===== src/rtl/lsc_pkg.sv =====
// Shared types, constants and the region outcode function for the line
// segment clipper. No dependencies.
package lsc_pkg;

  localparam int unsigned COORD_BITS_DEF = 12;
  localparam int unsigned CW_MAX         = 16;
  localparam int unsigned MAX_PASSES     = 4;
  localparam int unsigned QUEUE_DEPTH    = 2;

  typedef logic [3:0] outcode_t;
  typedef logic signed [CW_MAX:0] wide_t;

  localparam outcode_t CODE_LEFT   = 4'd1;
  localparam outcode_t CODE_RIGHT  = 4'd2;
  localparam outcode_t CODE_BOTTOM = 4'd4;
  localparam outcode_t CODE_TOP    = 4'd8;

  localparam logic CFG_WINDOW_RIGHT  = 1'b0;
  localparam logic CFG_WINDOW_BOTTOM = 1'b1;

  // Outcode of a point against the window [0, right] x [0, bottom]
  function automatic outcode_t region(input wide_t x, input wide_t y,
                                      input wide_t right, input wide_t bottom);
    outcode_t c;
    c = '0;
    if (x < 0) c = c | CODE_LEFT;
    else if (x > right) c = c | CODE_RIGHT;
    if (y < 0) c = c | CODE_BOTTOM;
    else if (y > bottom) c = c | CODE_TOP;
    return c;
  endfunction

endpackage


===== src/rtl/lsc_front.sv =====
// Front end of the clipper: accepts segments and tags each endpoint with its
// outcode before queueing. Depends on lsc_pkg.
module lsc_front #(
  parameter int unsigned COORD_BITS = lsc_pkg::COORD_BITS_DEF
) (
  input  logic                          push_i,
  output logic                          full_o,
  input  logic signed [COORD_BITS-1:0]  start_x_i,
  input  logic signed [COORD_BITS-1:0]  start_y_i,
  input  logic signed [COORD_BITS-1:0]  end_x_i,
  input  logic signed [COORD_BITS-1:0]  end_y_i,
  input  logic        [COORD_BITS-2:0]  win_right_i,
  input  logic        [COORD_BITS-2:0]  win_bottom_i,
  input  logic                          q_full_i,
  output logic                          q_push_o,
  output logic        [4*COORD_BITS+7:0] q_word_o
);
  import lsc_pkg::*;

  outcode_t code_a, code_b;

  // Classify both endpoints
  always_comb begin
    code_a = region(wide_t'(start_x_i), wide_t'(start_y_i),
                    wide_t'(win_right_i), wide_t'(win_bottom_i));
    code_b = region(wide_t'(end_x_i), wide_t'(end_y_i),
                    wide_t'(win_right_i), wide_t'(win_bottom_i));
  end

  assign full_o   = q_full_i;
  assign q_push_o = push_i & ~q_full_i;
  assign q_word_o = {start_x_i, start_y_i, end_x_i, end_y_i, code_a, code_b};

endmodule


===== src/rtl/lsc_queue.sv =====
// Small register queue between the front and back ends of the clipper.
// Depends on nothing.
module lsc_queue #(
  parameter int unsigned WIDTH = 56,
  parameter int unsigned DEPTH = 2
) (
  input  logic             clk_i,
  input  logic             rst_ni,
  input  logic             push_i,
  input  logic [WIDTH-1:0] word_i,
  output logic             full_o,
  input  logic             pop_i,
  output logic             valid_o,
  output logic [WIDTH-1:0] word_o
);
  localparam int unsigned PW = (DEPTH > 1) ? $clog2(DEPTH) : 1;
  localparam int unsigned CW = $clog2(DEPTH + 1);

  logic [WIDTH-1:0] slot_q [DEPTH];
  logic [PW-1:0]    wr_ptr_q, rd_ptr_q;
  logic [CW-1:0]    count_q;
  logic             do_push, do_pop;

  assign full_o  = (count_q == CW'(DEPTH));
  assign valid_o = (count_q != '0);
  assign word_o  = slot_q[rd_ptr_q];
  assign do_push = push_i & ~full_o;
  assign do_pop  = pop_i & valid_o;

  // Storage
  always_ff @(posedge clk_i) begin
    if (do_push) slot_q[wr_ptr_q] <= word_i;
  end

  // Pointers and fill count
  always_ff @(posedge clk_i or negedge rst_ni) begin
    if (!rst_ni) begin
      wr_ptr_q <= '0;
      rd_ptr_q <= '0;
      count_q  <= '0;
    end else begin
      if (do_push) wr_ptr_q <= (wr_ptr_q == PW'(DEPTH - 1)) ? '0 : wr_ptr_q + 1'b1;
      if (do_pop)  rd_ptr_q <= (rd_ptr_q == PW'(DEPTH - 1)) ? '0 : rd_ptr_q + 1'b1;
      if (do_push && !do_pop)      count_q <= count_q + 1'b1;
      else if (do_pop && !do_push) count_q <= count_q - 1'b1;
    end
  end

endmodule


===== src/rtl/lsc_back.sv =====
// Back end of the clipper: iterative Cohen-Sutherland passes with a
// bit-serial divider, plus the result register. Depends on lsc_pkg.
module lsc_back #(
  parameter int unsigned COORD_BITS = lsc_pkg::COORD_BITS_DEF
) (
  input  logic                          clk_i,
  input  logic                          rst_ni,
  input  logic        [COORD_BITS-2:0]  win_right_i,
  input  logic        [COORD_BITS-2:0]  win_bottom_i,
  input  logic                          q_valid_i,
  input  logic        [4*COORD_BITS+7:0] q_word_i,
  output logic                          q_pop_o,
  output logic                          empty_o,
  input  logic                          pop_i,
  output logic                          visible_o,
  output logic signed [COORD_BITS-1:0]  clipped_start_x_o,
  output logic signed [COORD_BITS-1:0]  clipped_start_y_o,
  output logic signed [COORD_BITS-1:0]  clipped_end_x_o,
  output logic signed [COORD_BITS-1:0]  clipped_end_y_o
);
  import lsc_pkg::*;

  localparam int unsigned W   = COORD_BITS;
  localparam int unsigned NB  = 2 * W + 2;
  localparam int unsigned CNW = $clog2(NB + 1);

  typedef enum logic [5:0] {
    ST_IDLE   = 6'b000001,
    ST_CHECK  = 6'b000010,
    ST_MUL    = 6'b000100,
    ST_DIV    = 6'b001000,
    ST_UPDATE = 6'b010000,
    ST_DONE   = 6'b100000
  } state_e;

  state_e state_q, state_d;

  logic signed [W-1:0] ax_q, ay_q, bx_q, by_q, ax_d, ay_d, bx_d, by_d;
  outcode_t            ca_q, cb_q, ca_d, cb_d;
  logic [2:0]          pass_q, pass_d;
  logic                acc_q, acc_d;
  logic                move_a_q, move_a_d;
  logic                ybound_q, ybound_d;
  logic signed [W-1:0] base_q, base_d, tgt_q, tgt_d;
  logic [W:0]          dlt_mag_q, dlt_mag_d, dist_mag_q, dist_mag_d, den_mag_q, den_mag_d;
  logic                neg_q, neg_d;
  logic [NB-1:0]       num_q, num_d;
  logic [W+1:0]        rem_q, rem_d;
  logic [CNW-1:0]      cnt_q, cnt_d;

  logic                out_valid_q, out_valid_d;
  logic                vis_q;
  logic signed [W-1:0] osx_q, osy_q, oex_q, oey_q;
  logic                out_load;

  // Combinational helpers for the boundary choice, the division step and the new coordinate
  outcode_t            co;
  logic                ybnd;
  logic signed [W-1:0] ty, tx;
  logic signed [W:0]   dlt, ofs, den;
  logic [W+1:0]        rem_sh;
  logic signed [W:0]   qs;
  logic signed [W:0]   newc_w;
  logic signed [W-1:0] newc, nx, ny;

  function automatic logic [W:0] mag(input logic signed [W:0] v);
    return v[W] ? (W+1)'(-v) : (W+1)'(v);
  endfunction

  always_comb begin
    co   = (ca_q != '0) ? ca_q : cb_q;
    ybnd = ((co & (CODE_TOP | CODE_BOTTOM)) != '0);
    ty   = ((co & CODE_TOP) != '0) ? $signed({1'b0, win_bottom_i}) : '0;
    tx   = ((co & CODE_RIGHT) != '0) ? $signed({1'b0, win_right_i}) : '0;
    if (ybnd) begin
      dlt = {bx_q[W-1], bx_q} - {ax_q[W-1], ax_q};
      ofs = {ty[W-1], ty} - {ay_q[W-1], ay_q};
      den = {by_q[W-1], by_q} - {ay_q[W-1], ay_q};
    end else begin
      dlt = {by_q[W-1], by_q} - {ay_q[W-1], ay_q};
      ofs = {tx[W-1], tx} - {ax_q[W-1], ax_q};
      den = {bx_q[W-1], bx_q} - {ax_q[W-1], ax_q};
    end
    // One restoring division step
    rem_sh = {rem_q[W:0], num_q[NB-1]};
    // Signed quotient and new coordinate
    qs     = neg_q ? -$signed(num_q[W:0]) : $signed(num_q[W:0]);
    newc_w = {base_q[W-1], base_q} + qs;
    newc   = newc_w[W-1:0];
    nx     = ybound_q ? newc : tgt_q;
    ny     = ybound_q ? tgt_q : newc;
  end

  assign out_load = (state_q == ST_DONE) && (!out_valid_q || pop_i);

  // Sequencer
  always_comb begin
    state_d    = state_q;
    ax_d = ax_q; ay_d = ay_q; bx_d = bx_q; by_d = by_q;
    ca_d = ca_q; cb_d = cb_q;
    pass_d     = pass_q;
    acc_d      = acc_q;
    move_a_d   = move_a_q;
    ybound_d   = ybound_q;
    base_d     = base_q;
    tgt_d      = tgt_q;
    dlt_mag_d  = dlt_mag_q;
    dist_mag_d = dist_mag_q;
    den_mag_d  = den_mag_q;
    neg_d      = neg_q;
    num_d      = num_q;
    rem_d      = rem_q;
    cnt_d      = cnt_q;
    q_pop_o    = 1'b0;
    unique case (state_q)
      ST_IDLE: begin
        if (q_valid_i) begin
          {ax_d, ay_d, bx_d, by_d, ca_d, cb_d} = q_word_i;
          pass_d  = '0;
          q_pop_o = 1'b1;
          state_d = ST_CHECK;
        end
      end
      ST_CHECK: begin
        if ((ca_q | cb_q) == '0) begin
          acc_d   = 1'b1;
          state_d = ST_DONE;
        end else if (((ca_q & cb_q) != '0) || (pass_q >= 3'(MAX_PASSES)) ||
                     (den == '0)) begin
          acc_d   = 1'b0;
          state_d = ST_DONE;
        end else begin
          move_a_d   = (ca_q != '0);
          ybound_d   = ybnd;
          base_d     = ybnd ? ax_q : ay_q;
          tgt_d      = ybnd ? ty : tx;
          dlt_mag_d  = mag(dlt);
          dist_mag_d = mag(ofs);
          den_mag_d  = mag(den);
          neg_d      = dlt[W] ^ ofs[W] ^ den[W];
          state_d    = ST_MUL;
        end
      end
      ST_MUL: begin
        num_d   = NB'(dlt_mag_q * dist_mag_q);
        rem_d   = '0;
        cnt_d   = CNW'(NB);
        state_d = ST_DIV;
      end
      ST_DIV: begin
        if (rem_sh >= {1'b0, den_mag_q}) begin
          rem_d = rem_sh - {1'b0, den_mag_q};
          num_d = {num_q[NB-2:0], 1'b1};
        end else begin
          rem_d = rem_sh;
          num_d = {num_q[NB-2:0], 1'b0};
        end
        cnt_d = cnt_q - 1'b1;
        if (cnt_q == CNW'(1)) state_d = ST_UPDATE;
      end
      ST_UPDATE: begin
        if (move_a_q) begin
          ax_d = nx; ay_d = ny;
          ca_d = region(wide_t'(nx), wide_t'(ny),
                        wide_t'(win_right_i), wide_t'(win_bottom_i));
        end else begin
          bx_d = nx; by_d = ny;
          cb_d = region(wide_t'(nx), wide_t'(ny),
                        wide_t'(win_right_i), wide_t'(win_bottom_i));
        end
        pass_d  = pass_q + 1'b1;
        state_d = ST_CHECK;
      end
      ST_DONE: begin
        if (out_load) state_d = ST_IDLE;
      end
      default: state_d = ST_IDLE;
    endcase
  end

  // Result word holding register
  always_comb begin
    out_valid_d = out_valid_q;
    if (pop_i && out_valid_q) out_valid_d = 1'b0;
    if (out_load) out_valid_d = 1'b1;
  end

  always_ff @(posedge clk_i or negedge rst_ni) begin
    if (!rst_ni) begin
      state_q     <= ST_IDLE;
      out_valid_q <= 1'b0;
      pass_q      <= '0;
      cnt_q       <= '0;
    end else begin
      state_q     <= state_d;
      out_valid_q <= out_valid_d;
      pass_q      <= pass_d;
      cnt_q       <= cnt_d;
    end
  end

  // Datapath registers
  always_ff @(posedge clk_i) begin
    ax_q <= ax_d; ay_q <= ay_d; bx_q <= bx_d; by_q <= by_d;
    ca_q <= ca_d; cb_q <= cb_d;
    acc_q      <= acc_d;
    move_a_q   <= move_a_d;
    ybound_q   <= ybound_d;
    base_q     <= base_d;
    tgt_q      <= tgt_d;
    dlt_mag_q  <= dlt_mag_d;
    dist_mag_q <= dist_mag_d;
    den_mag_q  <= den_mag_d;
    neg_q      <= neg_d;
    num_q      <= num_d;
    rem_q      <= rem_d;
    if (out_load) begin
      vis_q <= acc_q;
      osx_q <= acc_q ? ax_q : '0;
      osy_q <= acc_q ? ay_q : '0;
      oex_q <= acc_q ? bx_q : '0;
      oey_q <= acc_q ? by_q : '0;
    end
  end

  assign empty_o           = ~out_valid_q;
  assign visible_o         = vis_q;
  assign clipped_start_x_o = osx_q;
  assign clipped_start_y_o = osy_q;
  assign clipped_end_x_o   = oex_q;
  assign clipped_end_y_o   = oey_q;

  // Pass count never runs beyond the limit
  assert property (@(posedge clk_i) disable iff (!rst_ni) pass_q <= 3'(MAX_PASSES))
    else $error("clip pass count overran");

  // Divider counter stays within its step count while dividing
  assert property (@(posedge clk_i) disable iff (!rst_ni)
    (state_q == ST_DIV) |-> (cnt_q != '0) && (cnt_q <= CNW'(NB)))
    else $error("divider step count out of range");

  // A rejected word carries zero endpoints
  assert property (@(posedge clk_i) disable iff (!rst_ni)
    (out_valid_q && !vis_q) |-> (osx_q == '0) && (osy_q == '0) &&
                                (oex_q == '0) && (oey_q == '0))
    else $error("rejected segment with nonzero endpoints");

  // A waiting result is not dropped without a pop
  assert property (@(posedge clk_i) disable iff (!rst_ni)
    (out_valid_q && !pop_i) |=> out_valid_q)
    else $error("result word lost");

endmodule


===== src/rtl/line_segment_clipper_core.sv =====
// Top level of the Cohen-Sutherland line segment clipper: window registers,
// front end, queue and back end. Depends on lsc_pkg, lsc_front, lsc_queue, lsc_back.
//
// Usage:
//   Input side is a queue: present a segment on start_x_i..end_y_i and raise
//   push; the word is taken on a clock edge with push high and full low.
//   Result side is a queue too: while empty is low the oldest result sits on
//   visible_o and clipped_*_o; it is taken on an edge with pop high.
//   Window limits are written through wr_en_i / wr_idx_i / wr_data_i (index 0
//   right limit, 1 bottom limit) while the block is idle; reset gives 127, 63.
//   A two-word queue sits between the classifier and the clipping engine, so
//   segments keep being accepted while the engine works.
//   A segment takes 0 to 4 clip passes between queue head and result register.
//   Each pass is one setup, one multiply, 2*COORD_BITS+2 bit-serial divide
//   steps and one update; the serial divider sets the throughput, one segment
//   at a time. Reset empties the queue and the result register. If the
//   receiver stalls, the finished result is held, the engine waits, and full
//   rises when the queue fills.
module line_segment_clipper_core #(
  parameter int unsigned COORD_BITS = lsc_pkg::COORD_BITS_DEF
) (
  input  logic                         clk_i,
  input  logic                         rst_ni,
  input  logic                         push,
  output logic                         full,
  input  logic signed [COORD_BITS-1:0] start_x_i,
  input  logic signed [COORD_BITS-1:0] start_y_i,
  input  logic signed [COORD_BITS-1:0] end_x_i,
  input  logic signed [COORD_BITS-1:0] end_y_i,
  output logic                         empty,
  input  logic                         pop,
  output logic                         visible_o,
  output logic signed [COORD_BITS-1:0] clipped_start_x_o,
  output logic signed [COORD_BITS-1:0] clipped_start_y_o,
  output logic signed [COORD_BITS-1:0] clipped_end_x_o,
  output logic signed [COORD_BITS-1:0] clipped_end_y_o,
  input  logic                         wr_en_i,
  input  logic                         wr_idx_i,
  input  logic        [COORD_BITS-2:0] wr_data_i
);
  import lsc_pkg::*;

  localparam int unsigned QW = 4 * COORD_BITS + 8;

  logic [COORD_BITS-2:0] win_right_q, win_bottom_q;
  logic                  q_full, q_push, q_valid, q_pop;
  logic [QW-1:0]         q_in, q_out;

  // Window limit registers
  always_ff @(posedge clk_i or negedge rst_ni) begin
    if (!rst_ni) begin
      win_right_q  <= (COORD_BITS-1)'(127);
      win_bottom_q <= (COORD_BITS-1)'(63);
    end else if (wr_en_i) begin
      unique case (wr_idx_i)
        CFG_WINDOW_RIGHT:  win_right_q  <= wr_data_i;
        CFG_WINDOW_BOTTOM: win_bottom_q <= wr_data_i;
        default: ;
      endcase
    end
  end

  lsc_front #(.COORD_BITS(COORD_BITS)) u_front (
    .push_i       (push),
    .full_o       (full),
    .start_x_i    (start_x_i),
    .start_y_i    (start_y_i),
    .end_x_i      (end_x_i),
    .end_y_i      (end_y_i),
    .win_right_i  (win_right_q),
    .win_bottom_i (win_bottom_q),
    .q_full_i     (q_full),
    .q_push_o     (q_push),
    .q_word_o     (q_in)
  );

  lsc_queue #(.WIDTH(QW), .DEPTH(QUEUE_DEPTH)) u_queue (
    .clk_i   (clk_i),
    .rst_ni  (rst_ni),
    .push_i  (q_push),
    .word_i  (q_in),
    .full_o  (q_full),
    .pop_i   (q_pop),
    .valid_o (q_valid),
    .word_o  (q_out)
  );

  lsc_back #(.COORD_BITS(COORD_BITS)) u_back (
    .clk_i             (clk_i),
    .rst_ni            (rst_ni),
    .win_right_i       (win_right_q),
    .win_bottom_i      (win_bottom_q),
    .q_valid_i         (q_valid),
    .q_word_i          (q_out),
    .q_pop_o           (q_pop),
    .empty_o           (empty),
    .pop_i             (pop),
    .visible_o         (visible_o),
    .clipped_start_x_o (clipped_start_x_o),
    .clipped_start_y_o (clipped_start_y_o),
    .clipped_end_x_o   (clipped_end_x_o),
    .clipped_end_y_o   (clipped_end_y_o)
  );

endmodule


===== config.mk =====
export PLATFORM = sky130hd
export DESIGN_NAME = line_segment_clipper_core
export DESIGN_NICKNAME = d
export VERILOG_FILES = /design/src/rtl/lsc_pkg.sv /design/src/rtl/lsc_front.sv /design/src/rtl/lsc_queue.sv /design/src/rtl/lsc_back.sv /design/src/rtl/line_segment_clipper_core.sv
export SDC_FILE = /design/constraint.sdc
export NUM_CORES = 1
export LEC_CHECK = 0
export BUFFER_PORTS_ARGS = -buffer_cell sky130_fd_sc_hd__buf_4
export CAP_MARGIN = 30
export CORE_ASPECT_RATIO = 0.6
export CORE_MARGIN = 2
export CORE_UTILIZATION = 35
export CTS_CLUSTER_DIAMETER = 30
export DETAILED_ROUTE_END_ITERATION = 12
export GPL_ROUTABILITY_DRIVEN = 0
export PLACE_DENSITY = 0.59
export SLEW_MARGIN = 25
export SYNTH_ARGS = -nofsm -noshare
export SYNTH_HDL_FRONTEND = slang
export SYNTH_SLANG_ARGS = --single-unit

===== constraint.sdc =====
create_clock -name clk_i -period 7.75 [get_ports clk_i]
set_input_delay 1.1625 -clock clk_i [delete_from_list [all_inputs] [get_ports clk_i]]
set_output_delay 1.1625 -clock clk_i [all_outputs]
set_load 0.01 [all_outputs]

==> results.json <==
{
  "status": "completed",
  "endpoint_kind": "register",
  "clock_skew_ps": 23.9,
  "min_from": "win_bottom_q[9]",
  "grt_max_degree": 66,
  "tns_ps": 0,
  "synth_cells": 2387,
  "htree_levels": 2,
  "cp_cell_sequence": "and2_1 -> fa_1 -> inv_1 -> fa_1 -> inv_1 -> fa_1 -> inv_1 -> fa_1 -> fa_1 -> inv_1 -> ha_1 -> a21oi_1 -> o21ai_0 -> o31ai_1 -> o21bai_1 -> a22oi_1 -> a21boi_0 -> xnor2_1 -> o21ai_0",
  "tightest_slew_ps": 938,
  "yosysMostFrequentCell": "edfxtp_1",
  "syn_area_um2": 25200,
  "synthTopCellsByArea": "edfxtp_1 37%, ha_1 11%, fa_1 10%",
  "numCtsBuffers": 56,
  "min_period_ps": 6570,
  "cpMostUsedCell": "fa_1",
  "critical_path_buf_inv_count": 4,
  "clk_latency_ps": 620,
  "hold_buffers": 0,
  "async_reset_ff_share_pct": 11.7,
  "critPathLaunch": "u_back.dist_mag_q[3]",
  "crit_family": "adder cells",
  "portBuffers": 115,
  "r2r-start": "u_back.dist_mag_q[3]",
  "grt_pass1_vias": 17800,
  "cts_tree": "done",
  "start_util_pct": 35.2,
  "drc": 0,
  "track_usage_pct": 19.5,
  "setup_viol": 0,
  "fin_nets": 2909,
  "ctsResizeCount": 0,
  "via_per_inst": 5.20,
  "synth_edf_count": 310,
  "crit_cells": 19,
  "cp_max_fo": 13,
  "cts.clk_slew.worst_paths_ps": 50,
  "die_w_um": 350,
  "netlist_top_cells_count": "310 x edfxtp_1, 277 x inv_1, 219 x ha_1",
  "cp-start-kind": "register",
  "routed-via-count": 18300,
  "dieHeight_um": 212,
  "cts_setup_buffers": 0,
  "synth_top_area_share_pct": 37.0,
  "wirelength_um": 71700,
  "ys_warn_count": 0,
  "max_freq_mhz": 152,
  "rsz0062_at_grt": "false",
  "syn_to_final_growth_pct": 15.6,
  "synth-seq-area-share_pct": 41.2,
  "antennaDiodeCount": 0,
  "io_pins": 116,
  "place_hpwl_um": 56300,
  "drive_above_1_share_pct": 11.5,
  "path_class": "register to register",
  "grt_antenna_before_repair": 2,
  "hold_path_class": "register to register",
  "synth.distinct_cells": 74,
  "row_count": 76,
  "globalRouteOverflowTotal": 0,
  "slew_headroom_pct": 35.7,
  "wl_per_cell_um": 20.4,
  "slowest_stage": "o31ai_1",
  "arrival_ps": 6890,
  "holdPathStages": 1,
  "finalHoldViolations": 0,
  "ys_seq_elements": 351,
  "syn_area_per_cell_um2": 10.5,
  "r2r_cells": 19,
  "synth_flop_cell": "edfxtp_1",
  "ctsRootBufferMaster": "clkbuf_16",
  "synth_nets": 2798,
  "clock_path_buffers": 3,
  "cp.required_ps": 8070,
  "period_share_pct": 84.8,
  "slew_violations": 0,
  "ant_nets": 0,
  "grt_pass1_wl_um": 109000,
  "critical-path-max-stage-delay_ps": 680,
  "core_um2": 71400,
  "dieArea_um2": 74100,
  "maxCapViolCount": 0,
  "cts_sinks": 351,
  "drt_pass1_iterations": 7,
  "drt-initial-drc-count": 2078,
  "synth_top_cell_by_area": "edfxtp_1"
}
==> worst register-to-register path: stages (launching register included) <==
cell and delay, ps:
edfxtp_1 550, and2_1 260, fa_1 550, inv_1 60, fa_1 560, inv_1 60
fa_1 550, inv_1 70, fa_1 480, fa_1 560, inv_1 50, ha_1 330
a21oi_1 160, o21ai_0 150, o31ai_1 680, o21bai_1 340, a22oi_1 440, a21boi_0 190
xnor2_1 160, o21ai_0 90
==> registers in the layout, summed over array words and instances, names as in the netlist, 12 cells and up <==
| name | count |
|---|---|
| u_back.rem_q | 13 |
| u_back.clipped_end_y_o | 12 |
| u_back.dlt_mag_q | 13 |
| u_back.dist_mag_q | 13 |
| u_back.clipped_start_y_o | 12 |
| u_queue.slot_q | 104 |
| u_back.num_q | 26 |
| u_back.clipped_end_x_o | 12 |
| u_back.clipped_start_x_o | 12 |
| u_back.base_q | 12 |
| u_back.den_mag_q | 13 |
==> metrics by stage <==
stage / instance area, µm² / cells / hold WS [ps] / util, % / setup slack [ps]
floorplan: 25200 / 2387 / 452 / - / 1850
global placement: 27100 / 3413 / 487 / 37.9 / 1320
detailed placement: 27100 / 3415 / 494 / 38.0 / 1320
CTS: 29100 / 3521 / 514 / 40.7 / 1250
global route: 29100 / 3521 / 524 / 40.7 / 832
finish: 29100 / 3521 / 518 / 40.7 / 1180
==> placed cells by master (no fill, tap or decap), types with 38 or more instances in the layout <==
cell and instances:
clkbuf_16 58, o21a_1 38, inv_1 277, ha_1 219
o21ai_0 110, buf_4 136, fa_1 127, a21o_1 41
edfxtp_1 310, xnor2_1 87, nand2_1 213, mux2i_1 76
nor2_1 135, and2_1 135, a21oi_1 140
==> final cells by class <==
cell class,instances,area [µm²]
fillers,6786,42300
multi-input cells,1672,13500
flip-flops and latches,351,10400
clock buffers,66,1490
well taps,975,1220
inverters,279,1050
repair buffers,138,1030
clock inverters,40,464
==> worst paths after layout <==
| kind | endpoint | slack (ps) |
|---|---|---|
| setup / recovery | u_back.num_q[23] | 1180 |
| setup reg to reg | u_back.num_q[23] | 1180 |
| hold / removal | win_bottom_q[9] | 520 |
| hold reg to reg | win_bottom_q[9] | 520 |
| max in group asynchronous | win_bottom_q[3] | 6840 |
| min in group asynchronous | u_back.out_valid_q | 530 |
==> cells by family (layout without fill, tap and decap cells) <==
kind of cell / count (synthesis) / in the layout / share of synthesized area (%)
AOI/OAI and AO/OA: 452 / 452 / 11.2
xor gates and xnor gates: 122 / 122 / 4.25
adders and majority gates: 346 / 346 / 21.0
buffers and inverters: 364 / 523 / 5.52
DFF: 351 / 351 / 41.2
muxes: 99 / 99 / 4.10
other: 1 / 1 / 0.0149
and+or+nand+nor: 652 / 652 / 12.7
==> metal layers <==
metal,up-vias,part of all wire (%),GRT usage [%]
met1,8926,50,31.4
met5,-,0,0
met4,0,1.4,3.20
met3,81,12,6.85
met2,788,37,24.6
li1,8501,-,-
Power is not shown: default switching activity piles up to over one toggle a cycle in this logic, so the estimate is an artifact.
